### src/hw/rtl/assert_macros.svh
// ---------------------------------------------------------------------------
// assert_macros.svh
// Shared concurrent assertion macros for the deframer RTL
// ---------------------------------------------------------------------------
`ifndef ASSERT_MACROS_SVH
`define ASSERT_MACROS_SVH

// implication checked in the same cycle, quiet during reset
`define ASSERT_SAME(label, clk, rst, pre, post, msg) \
  label: assert property (@(posedge clk) disable iff (rst) (pre) |-> (post)) else $error(msg);

// implication checked in the next cycle, quiet during reset
`define ASSERT_NEXT(label, clk, rst, pre, post, msg) \
  label: assert property (@(posedge clk) disable iff (rst) (pre) |=> (post)) else $error(msg);

`endif

### src/hw/rtl/wsfd_pkg.sv
// ---------------------------------------------------------------------------
// wsfd_pkg
// Types and constants shared by the websocket frame deframer modules
// ---------------------------------------------------------------------------
`default_nettype none

package wsfd_pkg;

  typedef enum logic [2:0] {
    KIND_TEXT  = 3'd0,
    KIND_PING  = 3'd1,
    KIND_PONG  = 3'd2,
    KIND_CLOSE = 3'd3,
    KIND_ERROR = 3'd4
  } kind_t;

  typedef enum logic [1:0] {
    ERR_RESERVED = 2'd0,
    ERR_UNMASKED = 2'd1,
    ERR_TOO_LONG = 2'd2,
    ERR_OPCODE   = 2'd3
  } err_t;

  localparam logic [3:0] OP_TEXT   = 4'h1;
  localparam logic [3:0] OP_BINARY = 4'h2;
  localparam logic [3:0] OP_CLOSE  = 4'h8;
  localparam logic [3:0] OP_PING   = 4'h9;
  localparam logic [3:0] OP_PONG   = 4'hA;

  localparam logic [7:0]  RSV_MASK       = 8'h70;
  localparam logic [6:0]  LEN_EXT16      = 7'd126;
  localparam logic [6:0]  LEN_MAX_SHORT  = 7'd125;
  localparam logic [3:0]  NEED_BASE      = 4'd2;
  localparam logic [3:0]  NEED_SHORT     = 4'd6;
  localparam logic [3:0]  NEED_EXT16     = 4'd8;
  localparam logic [3:0]  NEED_EXT64     = 4'd14;
  localparam logic [3:0]  HDR_MIN        = 4'd6;
  localparam logic [15:0] CODE_NORMAL    = 16'd1000;
  localparam logic [15:0] CODE_NO_BINARY = 16'd1003;
  localparam logic [7:0]  CHAR_CR        = 8'd13;
  localparam logic [7:0]  CHAR_LF        = 8'd10;
  localparam logic [15:0] MAX_PAYLOAD_RST = 16'd16384;

  typedef struct packed {
    kind_t       kind;
    logic [7:0]  data;
    logic [6:0]  pong_length;
    logic [15:0] close_code;
    logic        with_reason;
    err_t        error_code;
    logic        last;
  } result_t;

  // results produced by one received byte
  typedef struct packed {
    logic [1:0]        count;
    result_t [2:0]     res;
  } step_t;

  function automatic result_t mk_result(kind_t k, logic [7:0] d, logic [6:0] pl,
                                        logic [15:0] cc, logic wr, err_t ec);
    result_t r;
    r.kind        = k;
    r.data        = d;
    r.pong_length = pl;
    r.close_code  = cc;
    r.with_reason = wr;
    r.error_code  = ec;
    r.last        = 1'b0;
    return r;
  endfunction

endpackage

`default_nettype wire

### src/hw/rtl/wsfd_core.sv
// ---------------------------------------------------------------------------
// wsfd_core
// Frame header parser, unmasker and opcode dispatch, one byte per transfer
// ---------------------------------------------------------------------------
`default_nettype none
`include "assert_macros.svh"

module wsfd_core #(
  parameter int PING_KEEP = 128,
  parameter int PONG_MAX  = 125
) (
  input  wire logic             clk,
  input  wire logic             rst,
  input  wire logic             take,
  input  wire logic [7:0]       rx_byte,
  input  wire logic [15:0]      max_payload,
  output wsfd_pkg::step_t       step
);

  logic [3:0]  header_count, header_count_next;
  logic [3:0]  header_need, header_need_next;
  logic [3:0]  frame_opcode, frame_opcode_next;
  logic [31:0] length_accum, length_accum_next;
  logic        high_len_nz, high_len_nz_next;
  logic [31:0] key_word, key_word_next;
  logic [15:0] payload_total, payload_total_next;
  logic [15:0] payload_index, payload_index_next;
  logic [7:0]  close_first_byte, close_first_byte_next;
  logic        halted, halted_next;

  always_comb begin
    wsfd_pkg::result_t [2:0] res;
    logic [1:0]  n;
    logic        fault;
    logic        frame_end;
    logic [7:0]  key_byte;
    logic [7:0]  u;
    logic [16:0] idx_inc;
    logic        pay_done;
    logic [6:0]  plen;

    header_count_next     = header_count;
    header_need_next      = header_need;
    frame_opcode_next     = frame_opcode;
    length_accum_next     = length_accum;
    high_len_nz_next      = high_len_nz;
    key_word_next         = key_word;
    payload_total_next    = payload_total;
    payload_index_next    = payload_index;
    close_first_byte_next = close_first_byte;
    halted_next           = halted;
    res       = '0;
    n         = 2'd0;
    fault     = 1'b0;
    frame_end = 1'b0;

    unique case (payload_index[1:0])
      2'd0:    key_byte = key_word[31:24];
      2'd1:    key_byte = key_word[23:16];
      2'd2:    key_byte = key_word[15:8];
      default: key_byte = key_word[7:0];
    endcase
    u        = rx_byte ^ key_byte;
    idx_inc  = {1'b0, payload_index} + 17'd1;
    pay_done = idx_inc >= {1'b0, payload_total};

    // pong echoes nothing when the ping was cut short
    if ({1'b0, payload_total} > 17'(PING_KEEP)) begin
      plen = 7'd0;
    end else if (payload_total > 16'(PONG_MAX)) begin
      plen = 7'(PONG_MAX);
    end else begin
      plen = payload_total[6:0];
    end

    if (!halted) begin
      if (header_count < header_need) begin
        if (header_count == 4'd0) begin
          if ((rx_byte & wsfd_pkg::RSV_MASK) != 8'd0) begin
            res[n] = wsfd_pkg::mk_result(wsfd_pkg::KIND_ERROR, 8'd0, 7'd0, 16'd0, 1'b0,
                                         wsfd_pkg::ERR_RESERVED);
            n = n + 2'd1;
            halted_next = 1'b1;
            fault = 1'b1;
          end else begin
            frame_opcode_next = rx_byte[3:0];
          end
        end else if (header_count == 4'd1) begin
          if (!rx_byte[7]) begin
            res[n] = wsfd_pkg::mk_result(wsfd_pkg::KIND_ERROR, 8'd0, 7'd0, 16'd0, 1'b0,
                                         wsfd_pkg::ERR_UNMASKED);
            n = n + 2'd1;
            halted_next = 1'b1;
            fault = 1'b1;
          end else begin
            high_len_nz_next = 1'b0;
            if (rx_byte[6:0] <= wsfd_pkg::LEN_MAX_SHORT) begin
              header_need_next  = wsfd_pkg::NEED_SHORT;
              length_accum_next = {25'd0, rx_byte[6:0]};
            end else if (rx_byte[6:0] == wsfd_pkg::LEN_EXT16) begin
              header_need_next  = wsfd_pkg::NEED_EXT16;
              length_accum_next = 32'd0;
            end else begin
              header_need_next  = wsfd_pkg::NEED_EXT64;
              length_accum_next = 32'd0;
            end
          end
        end else if ({1'b0, header_count} + 5'd4 < {1'b0, header_need}) begin
          // upper four bytes of a 64-bit length only get checked for zero
          if (header_need == wsfd_pkg::NEED_EXT64 && header_count < 4'd6) begin
            if (rx_byte != 8'd0) high_len_nz_next = 1'b1;
          end else begin
            length_accum_next = {length_accum[23:0], rx_byte};
          end
        end else begin
          key_word_next = {key_word[23:0], rx_byte};
        end

        if (!fault) begin
          header_count_next = header_count + 4'd1;
          if (header_count_next >= wsfd_pkg::HDR_MIN &&
              header_count_next == header_need_next) begin
            if (high_len_nz_next || length_accum_next > {16'd0, max_payload}) begin
              res[n] = wsfd_pkg::mk_result(wsfd_pkg::KIND_ERROR, 8'd0, 7'd0, 16'd0, 1'b0,
                                           wsfd_pkg::ERR_TOO_LONG);
              n = n + 2'd1;
              halted_next = 1'b1;
            end else begin
              payload_total_next = length_accum_next[15:0];
              payload_index_next = 16'd0;
              unique case (frame_opcode_next)
                wsfd_pkg::OP_TEXT: begin
                  if (payload_total_next == 16'd0) begin
                    res[n] = wsfd_pkg::mk_result(wsfd_pkg::KIND_TEXT, wsfd_pkg::CHAR_CR,
                                                 7'd0, 16'd0, 1'b0, wsfd_pkg::ERR_RESERVED);
                    n = n + 2'd1;
                    res[n] = wsfd_pkg::mk_result(wsfd_pkg::KIND_TEXT, wsfd_pkg::CHAR_LF,
                                                 7'd0, 16'd0, 1'b0, wsfd_pkg::ERR_RESERVED);
                    n = n + 2'd1;
                    frame_end = 1'b1;
                  end
                end
                wsfd_pkg::OP_PING: begin
                  if (payload_total_next == 16'd0) begin
                    res[n] = wsfd_pkg::mk_result(wsfd_pkg::KIND_PONG, 8'd0, 7'd0, 16'd0,
                                                 1'b0, wsfd_pkg::ERR_RESERVED);
                    n = n + 2'd1;
                    frame_end = 1'b1;
                  end
                end
                wsfd_pkg::OP_PONG: begin
                  if (payload_total_next == 16'd0) frame_end = 1'b1;
                end
                wsfd_pkg::OP_CLOSE: begin
                  if (payload_total_next < 16'd2) begin
                    res[n] = wsfd_pkg::mk_result(wsfd_pkg::KIND_CLOSE, 8'd0, 7'd0,
                                                 wsfd_pkg::CODE_NORMAL, 1'b0,
                                                 wsfd_pkg::ERR_RESERVED);
                    n = n + 2'd1;
                    halted_next = 1'b1;
                  end
                end
                wsfd_pkg::OP_BINARY: begin
                  res[n] = wsfd_pkg::mk_result(wsfd_pkg::KIND_CLOSE, 8'd0, 7'd0,
                                               wsfd_pkg::CODE_NO_BINARY, 1'b1,
                                               wsfd_pkg::ERR_RESERVED);
                  n = n + 2'd1;
                  halted_next = 1'b1;
                end
                default: begin
                  res[n] = wsfd_pkg::mk_result(wsfd_pkg::KIND_ERROR, 8'd0, 7'd0, 16'd0,
                                               1'b0, wsfd_pkg::ERR_OPCODE);
                  n = n + 2'd1;
                  halted_next = 1'b1;
                end
              endcase
            end
          end
        end
      end else begin
        unique case (frame_opcode)
          wsfd_pkg::OP_TEXT: begin
            res[n] = wsfd_pkg::mk_result(wsfd_pkg::KIND_TEXT, u, 7'd0, 16'd0, 1'b0,
                                         wsfd_pkg::ERR_RESERVED);
            n = n + 2'd1;
            payload_index_next = idx_inc[15:0];
            if (pay_done) begin
              res[n] = wsfd_pkg::mk_result(wsfd_pkg::KIND_TEXT, wsfd_pkg::CHAR_CR, 7'd0,
                                           16'd0, 1'b0, wsfd_pkg::ERR_RESERVED);
              n = n + 2'd1;
              res[n] = wsfd_pkg::mk_result(wsfd_pkg::KIND_TEXT, wsfd_pkg::CHAR_LF, 7'd0,
                                           16'd0, 1'b0, wsfd_pkg::ERR_RESERVED);
              n = n + 2'd1;
              frame_end = 1'b1;
            end
          end
          wsfd_pkg::OP_PING: begin
            if ({1'b0, payload_index} < 17'(PING_KEEP)) begin
              res[n] = wsfd_pkg::mk_result(wsfd_pkg::KIND_PING, u, 7'd0, 16'd0, 1'b0,
                                           wsfd_pkg::ERR_RESERVED);
              n = n + 2'd1;
            end
            payload_index_next = idx_inc[15:0];
            if (pay_done) begin
              res[n] = wsfd_pkg::mk_result(wsfd_pkg::KIND_PONG, 8'd0, plen, 16'd0, 1'b0,
                                           wsfd_pkg::ERR_RESERVED);
              n = n + 2'd1;
              frame_end = 1'b1;
            end
          end
          wsfd_pkg::OP_PONG: begin
            payload_index_next = idx_inc[15:0];
            if (pay_done) frame_end = 1'b1;
          end
          wsfd_pkg::OP_CLOSE: begin
            // close code is big-endian over the first two payload bytes
            if (payload_index == 16'd0) begin
              close_first_byte_next = u;
              payload_index_next    = 16'd1;
            end else begin
              res[n] = wsfd_pkg::mk_result(wsfd_pkg::KIND_CLOSE, 8'd0, 7'd0,
                                           {close_first_byte, u}, 1'b0,
                                           wsfd_pkg::ERR_RESERVED);
              n = n + 2'd1;
              halted_next = 1'b1;
            end
          end
          default: begin
            halted_next = 1'b1;
          end
        endcase
      end
    end

    if (frame_end) begin
      header_count_next  = 4'd0;
      header_need_next   = wsfd_pkg::NEED_BASE;
      length_accum_next  = 32'd0;
      payload_total_next = 16'd0;
      payload_index_next = 16'd0;
    end

    if (n != 2'd0) res[n - 2'd1].last = 1'b1;
    step.count = n;
    step.res   = res;
  end

  always_ff @(posedge clk) begin
    if (rst) begin
      header_count     <= 4'd0;
      header_need      <= wsfd_pkg::NEED_BASE;
      frame_opcode     <= 4'd0;
      length_accum     <= 32'd0;
      high_len_nz      <= 1'b0;
      key_word         <= 32'd0;
      payload_total    <= 16'd0;
      payload_index    <= 16'd0;
      close_first_byte <= 8'd0;
      halted           <= 1'b0;
    end else if (take) begin
      header_count     <= header_count_next;
      header_need      <= header_need_next;
      frame_opcode     <= frame_opcode_next;
      length_accum     <= length_accum_next;
      high_len_nz      <= high_len_nz_next;
      key_word         <= key_word_next;
      payload_total    <= payload_total_next;
      payload_index    <= payload_index_next;
      close_first_byte <= close_first_byte_next;
      halted           <= halted_next;
    end
  end

  `ASSERT_SAME(a_hdr_count_bound, clk, rst, !halted, header_count <= header_need,
               "header count past need")
  `ASSERT_SAME(a_payload_idx_bound, clk, rst, !halted && header_count == header_need,
               payload_index < payload_total, "payload index reached total without frame end")
  `ASSERT_NEXT(a_halt_sticks, clk, rst, halted, halted, "halt released without reset")

endmodule

`default_nettype wire

### src/hw/rtl/websocket_frame_deframer_unit.sv
// ---------------------------------------------------------------------------
// websocket_frame_deframer_unit
// Client-to-server websocket deframer: header checks, unmasking, dispatch
// ---------------------------------------------------------------------------
// Takes one masked websocket stream byte per transfer on the s_ side and
// gives text bytes (with CR LF at frame end), ping bytes, pong requests,
// a close code or an error on the m_ side. A byte is taken every cycle as
// long as it causes at most one result and m_tready holds; the three-entry
// result buffer sets the rate, so a byte that ends a text frame (three
// results) or a ping frame (two results) holds the input side until one
// entry is left. After a close or an error the block drops all input until
// rst. The user must write max_payload through cfg_we and cfg_wdata only
// while the block is idle (not enforced); no clearing pass after reset.
`default_nettype none
`include "assert_macros.svh"

module websocket_frame_deframer_unit #(
  parameter int PING_KEEP = 128,
  parameter int PONG_MAX  = 125
) (
  input  wire logic        clk,
  input  wire logic        rst,
  input  wire logic        cfg_we,
  input  wire logic [15:0] cfg_wdata,     // max_payload
  input  wire logic        s_tvalid,
  output logic             s_tready,
  input  wire logic [7:0]  s_tdata,       // [7:0] rx_byte
  input  wire logic        s_tlast,       // end_of_read
  output logic             m_tvalid,
  input  wire logic        m_tready,
  // [7:0] data, [14:8] pong_length, [30:15] close_code, [31] with_reason,
  // [33:32] error_code, [39:34] zero
  output logic [39:0]      m_tdata,
  output logic [2:0]       m_tuser,       // [2:0] kind
  output logic             m_tlast        // last
);

  logic [15:0]             max_payload;
  wsfd_pkg::step_t         step;
  wsfd_pkg::result_t [2:0] q;
  logic [1:0]              cnt;
  logic                    push;
  logic                    pop;

  always_ff @(posedge clk) begin
    if (rst) begin
      max_payload <= wsfd_pkg::MAX_PAYLOAD_RST;
    end else if (cfg_we) begin
      max_payload <= cfg_wdata;
    end
  end

  // read markers carry nothing for the parser
  assign s_tready = (cnt == 2'd0) || (cnt == 2'd1 && m_tready) || (s_tlast && 1'b0);
  assign push     = s_tvalid && s_tready;
  assign pop      = m_tvalid && m_tready;

  wsfd_core #(
    .PING_KEEP (PING_KEEP),
    .PONG_MAX  (PONG_MAX)
  ) u_core (
    .clk         (clk),
    .rst         (rst),
    .take        (push),
    .rx_byte     (s_tdata),
    .max_payload (max_payload),
    .step        (step)
  );

  // a transfer in is only taken when the buffer is empty or empties this cycle
  always_ff @(posedge clk) begin
    if (rst) begin
      cnt <= 2'd0;
    end else if (push) begin
      cnt <= step.count;
    end else if (pop) begin
      cnt <= cnt - 2'd1;
    end
  end

  always_ff @(posedge clk) begin
    if (push) begin
      q <= step.res;
    end else if (pop) begin
      q[0] <= q[1];
      q[1] <= q[2];
    end
  end

  assign m_tvalid = cnt != 2'd0;
  assign m_tuser  = q[0].kind;
  assign m_tlast  = q[0].last;
  assign m_tdata  = {6'd0, q[0].error_code, q[0].with_reason, q[0].close_code,
                     q[0].pong_length, q[0].data};

  `ASSERT_SAME(a_tail_is_last, clk, rst, cnt != 2'd0, q[cnt - 2'd1].last, "buffered group not closed by last")
  `ASSERT_NEXT(a_quiet_after_end, clk, rst, pop && (m_tuser == wsfd_pkg::KIND_ERROR || m_tuser == wsfd_pkg::KIND_CLOSE), !m_tvalid, "result after close or error")

endmodule

`default_nettype wire
### config.mk
export PLATFORM = sky130hd
export DESIGN_NAME = websocket_frame_deframer_unit
export DESIGN_NICKNAME = d
export VERILOG_FILES = /design/src/hw/rtl/wsfd_pkg.sv /design/src/hw/rtl/wsfd_core.sv /design/src/hw/rtl/websocket_frame_deframer_unit.sv
export VERILOG_INCLUDE_DIRS = /design/src /design/src/hw/rtl
export SDC_FILE = /design/constraint.sdc
export NUM_CORES = 1
export LEC_CHECK = 0
export BUFFER_PORTS_ARGS = -buffer_cell sky130_fd_sc_hd__buf_2
export CAP_MARGIN = 20
export CORE_AREA = 8 8 182 184
export CTS_CLUSTER_SIZE = 28
export DETAILED_ROUTE_END_ITERATION = 10
export DIE_AREA = 0 0 190 192
export PLACE_DENSITY = 0.63
export SLEW_MARGIN = 40
export SYNTH_ARGS = -nofsm -noshare
export SYNTH_HDL_FRONTEND = slang
export SYNTH_HIERARCHICAL = 1
export SYNTH_SLANG_ARGS = --single-unit
### constraint.sdc
create_clock -name clk -period 13.6 [get_ports clk]
set_input_delay 2.72 -clock clk [delete_from_list [all_inputs] [get_ports clk]]
set_output_delay 2.72 -clock clk [all_outputs]
set_load 0.02 [all_outputs]
**Word-level counts from Yosys, hierarchy flattened**

Cells that the tools add are included.

- Word-level logic and storage cells: 283
- Bits of input ports: 30
- Bits in registers: 250

- Equality and inequality tests: 23
- $add $sub $neg: 8
- Bitwise gates (word level): 27
- Reductions and logical operators: 33
- Mux-type cells: 140
- $lt $le $gt $ge: 19

Operators by type and width:

| kind | number |
|---|---|
| 114-bit two-way mux | 10 |
| 114-bit one-hot mux with 5 select lines | 1 |
| 38-bit two-way mux | 12 |
| 32-bit two-way mux | 10 |
| 38-bit demux with 2-bit select | 4 |
| 114-bit bitwise mux | 2 |
| 108-bit NOT | 2 |
| 35-bit by 105-bit bitwise AND with 105-bit output | 2 |
| 105-bit NOT | 2 |
| 16-bit two-way mux | 13 |
| 76-bit two-way mux | 2 |
| 76-bit one-hot mux with 2 select lines | 1 |
| 38-bit one-hot mux with 3 select lines | 1 |
| 37-bit by 111-bit bitwise AND with 111-bit output | 1 |
| 111-bit NOT | 1 |
| 108-bit bitwise AND | 1 |
| 36-bit by 108-bit bitwise AND with 108-bit output | 1 |
| 30-bit by 90-bit bitwise AND with 90-bit output | 1 |
| 90-bit NOT | 1 |
| 27-bit by 81-bit bitwise AND with 81-bit output | 1 |
| 81-bit NOT | 1 |
| 69-bit two-way mux | 1 |
| 4-bit two-way mux | 17 |
| 2-bit two-way mux | 19 |
| other kinds (60) | 143 |

**Longest topological paths before layout**

- Depth in word-level cells: 24
- Depth in mapped cells: 22
- Gate-level depth less buffers: 20

**Hierarchy**

The synthesis kept the hierarchy.

Modules (own cells, without submodules):

| module | times used | area each (um^2) | seq. area each (um^2) | cells an instance |
|---|---|---|---|---|
| wsfd_core | 1 | 7,975.1 | 2,362.3 | 1,036 |
| websocket_frame_deframer_unit | 1 | 5,482.8 | 3,783.6 | 314 |

**Worst setup path before layout**

Ideal clock, no wire load.

- Path kind: input -> register
- Start: in s_tdata[7]
- End: reg u_core.length_accum[26]
- Data required time: 13.483 ns
- Slack: 7.001 ns
- Stages on the path: 19
- Arrival time: 6.482 ns
- Cells stage by stage: buf_4 -> nor2b_1 -> o21ai_0 -> o211ai_1 -> and2_1 -> clkbuf_1 -> clkbuf_1 -> a22o_1 -> ha_1 -> a211oi_1 -> o21ai_0 -> o2111ai_1 -> a21oi_1 -> a211oi_1 -> nand4_2 -> o31ai_4 -> o31ai_2 -> buf_2 -> a22o_1

- Cells in the longest elaborated chain, start to end: 16

RTL lines:

| what | RTL line | text |
|---|---|---|
| start, declared | websocket_frame_deframer_unit.sv:27 | `input wire logic [7:0] s_tdata,` |
| branches (longest 16 deep; another with 32-bit by 16-bit > comparator with 1-bit output) | n/a |  |
| end signal, assigned | wsfd_core.sv:264 | `length_accum <= length_accum_next;` |
| end, declared | wsfd_core.sv:23 | `logic [31:0] length_accum, length_accum_next;` |

Parallel ways; which one is timed is not known. The select of a mux whose other input is x is not followed.
A chain may end at the register's enable or synchronous reset.

**Final worst setup path**

- Start: in s_tdata[7]
- End: reg u_core.length_accum[31]

Same word-level chain as after synthesis.

==> summary.md <==
| Metric | Value |
|---|---|
| Status | `complete, no violations` |
| Leading area contributor after synthesis | `edfxtp_1` |
| Worst-skew pair later-pin latency | `550 ps` |
| CP arrival | `7630 ps` |
| Worst-path fanout max | `20` |
| Hold Path Cell Cnt | `2` |
| CP max stage delay | `650 ps` |
| Avg Cell Area, Syn | `9.97 µm²` |
| Max-Cap Viols | `0` |
| Synth area leaders | `edfxtp_1 (25%), dfxtp_1 (20%), buf_4 (6.2%)` |
| # IOs | `76` |
| Slowest-stage cell, CP | `a211oi_1` |
| Mapped cell area | `13500 µm²` |
| Number of synthesized flops with an enable pin | `114` |
| Ys flop type | `dfxtp_1` |
| Initial Util | `44.6%` |
| CTS root buffer | `clkbuf_16` |
| Gate Count Post-Synth | `1350` |
| Min-delay worst type | `reg2reg` |
| Commonest non-fill, non-tap cell in the layout | `dfxtp_1` |
| Crit path cell chain | `buf_2 > nor2b_1 > o21ai_0 > o211ai_1 > and2_1 > a22o_1 > ha_1 > and3_1 > o311ai_0 > a31oi_1 > a211oi_1 > nand4_2 > o31ai_4 > o31ai_4 > a22o_1` |
| CTS tree | `yes` |
| Max frequency | `139 MHz` |
| Synth top area share | `25.4%` |
| Logic pwr share | `17.5%` |
| Core area | `30200 µm²` |
| RSZ-0062 raised after global routing | `false` |
| Drt first pass iters | `6` |
| PnR worst setup slack | `6410 ps` |
| Synthesized flop and latch total | `250` |
| Area growth, synth to finish | `7.75%` |
| Yosys warns | `6` |
| Relative slew slack | `46.6%` |
| Drt total wl | `31100 µm` |
| Levels on crit path | `15` |
| DRC | `0` |
| Row count | `64` |
| Routed wire per std cell | `17.6 µm` |
| Die area | `36500 µm²` |
| Synth unique cells | `79` |
| PostCTS Resize Cnt | `0` |
| Clock skew | `11.4 ps` |
| GRT Resource Usage Total | `16.7%` |
| Sw frac | `27.8%` |
| Port buffer count | `68` |
| Setup TNS | `0 ps` |
| Sequential-to-total area share from yosys stat | `45.7%` |
| Kind of critical path | `in2reg` |
| Sink Count | `250` |
| Antenna Violating Nets Remaining | `0` |
| CP Capture Type | `flip-flop` |
| Worst R2R Path Depth | `15` |
| Internal power | `1.49 mW` |
| Setup violators final | `0` |
| Overflow after GRT | `0` |
| Antenna violations before repair | `0` |
| Clk buf depth | `3` |
| Layout cells sized above 1 | `16.4%` |
| Most frequent cells in the layout | `dfxtp_1 (136), nand2_1 (118), nor2_1 (117)` |
| RD Place Congestion | `0.875` |
| Slew @ Worst Pin | `795 ps` |
| First DRT Iteration DRCs | `808` |
| Vias in the first global route | `9260` |
| Hold_buf cts | `0` |
| Critical Path RT | `14040 ps` |
| Final min period | `7190 ps` |
| Via density | `5.45` |
| Dpl hpwl | `21700 µm` |
| Largest net degree at the start of global routing | `81` |
| Setup Fix Bufs, Post-CTS | `0` |
| Num CTS Buffers | `27` |
| Critical path startpoint category | `input pin` |
| Sequential power share | `45.3%` |
| Via count | `9614` |
| N_diodes | `0` |
| Clk pwr share | `37.1%` |
| Crit-path leading delay family | `compound AO/OA/AOI/OAI gates` |
| H-tree lvl count | `1` |
| Final-stage net count | `1430` |
| Reg clk slew, reported paths | `60 ps` |
| Psw | `0.573 mW` |
| WP buf/inv | `1` |
| VDD IR max | `0.127 mV` |
| Dpl ws | `5780 ps` |
| Async S/R FF share, synth | `0%` |
| First-pass GRT wire length | `50000 µm` |
| Fin crit share | `52.9%` |
| Fin. Hold Viols | `0` |
| Die X | `190 µm` |
| Slew Limit Fails | `0` |
| Die height | `192 µm` |
| Power per cell area | `142 nW/µm²` |
| Leakage | `5.65 nW` |
-- metal layers --
layer | vias up | wire, µm | GRT usage, % | part of all wire, %
met1 | 4622 | 14700 | 23.3 | 47
met4 | 0 | 465 | 3.61 | 1.5
met3 | 35 | 1660 | 2.49 | 5.4
met2 | 250 | 14200 | 27.2 | 46
met5 | - | 0 | 0 | 0
li1 | 4707 | - | - | -
-- power groups by stage --
stage / Combinational, mW / Clock (mW) / Sequential, mW
6_report: 0.361 / 0.767 / 0.936
2_1_floorplan: 0.325 / 0 / 0.943
3_5_place_dp: 0.362 / 0 / 0.952
3_3_place_gp: 0.358 / 0 / 0.948
4_1_cts: 0.365 / 0.785 / 0.937
5_1_grt: 0.394 / 0.814 / 0.944
-- kinds of logic (layout without fill, tap and decap cells) --
| logic type | Yosys count | in the layout | share of synthesized area [%] |
|---|---|---|---|
| simple gates | 429 | 429 | 15.7 |
| compound gates | 261 | 261 | 13.4 |
| flops | 250 | 250 | 45.7 |
| buf+inv | 231 | 186 | 9.95 |
| mux | 101 | 101 | 8.73 |
| fa+ha+maj | 51 | 51 | 4.80 |
| xor+xnor | 25 | 25 | 1.63 |
| other cells | 2 | 66 | 0.0558 |
-- per-stage QoR --
| step | std cells | util (%) | hold WS [ps] | instance area [µm²] | power [mW] |
|---|---|---|---|---|---|
| 6_report | 1765 | 48.0 | 461 | 14500 | 2.06 |
| 3_3_place_gp | 1716 | 44.7 | 444 | 13500 | 1.31 |
| 4_1_cts | 1765 | 48.0 | 461 | 14500 | 2.09 |
| 3_5_place_dp | 1716 | 44.9 | 455 | 13600 | 1.31 |
| 2_1_floorplan | 1414 | - | 436 | 13700 | 1.27 |
| 5_1_grt | 1765 | 48.0 | 480 | 14500 | 2.15 |
-- sequential cells by signal, indices dropped and copies added, names as in the netlist --
| register | flops |
|---|---|
| q | 76 |
| m_tdata | 34 |
| u_core/key_word | 32 |
| u_core/length_accum | 32 |
| max_payload | 16 |
| u_core/payload_index | 16 |
| u_core/payload_total | 16 |
| u_core/close_first_byte | 8 |
| u_core/frame_opcode | 4 |
| u_core/header_count | 4 |
| u_core/header_need | 4 |
| m_tuser | 3 |
| cnt | 2 |
| m_tlast | 1 |
| u_core/halted | 1 |
| u_core/high_len_nz | 1 |
-- tightest hold or removal path, stage by stage, from the launching register on --
cell	delay (ps)
dfxtp_1	310
nand2_1	50
a21oi_1	50
-- synth_stat cells (all sizes together) (12+ instances only) --
cell type,n
dfxtp,136
buf,126
nand2,119
nor2,119
edfxtp,114
a21oi,83
mux2,77
inv,61
a22o,57
ha,50
clkbuf,43
o21ai,43
nor3,29
nand3,27
mux2i,24
and3,20
nand4,19
nor4,18
and2,17
a211oi,16
or3,13
xnor2,13
xor2,12
-- area by class of cell --
cell class,count,area (µm²)
fillers,2779,15700
multi-input cells,933,6300
flip-flops and latches,250,6150
clock buffers,31,701
well taps,396,495
repair buffers,75,403
inverters,62,233
clock inverters,18,226
-- worst paths after layout --
path                               start                 endpoint  slack [ps]
setup / recovery              s_tdata[7]  u_core/length_accum[31]        6410
hold / removal       u_core/key_word[24]      u_core/key_word[24]         460
setup reg to reg  u_core/header_count[0]  u_core/length_accum[31]        7540
hold reg to reg      u_core/key_word[24]      u_core/key_word[24]         460
(Power assumes the default switching activity.)
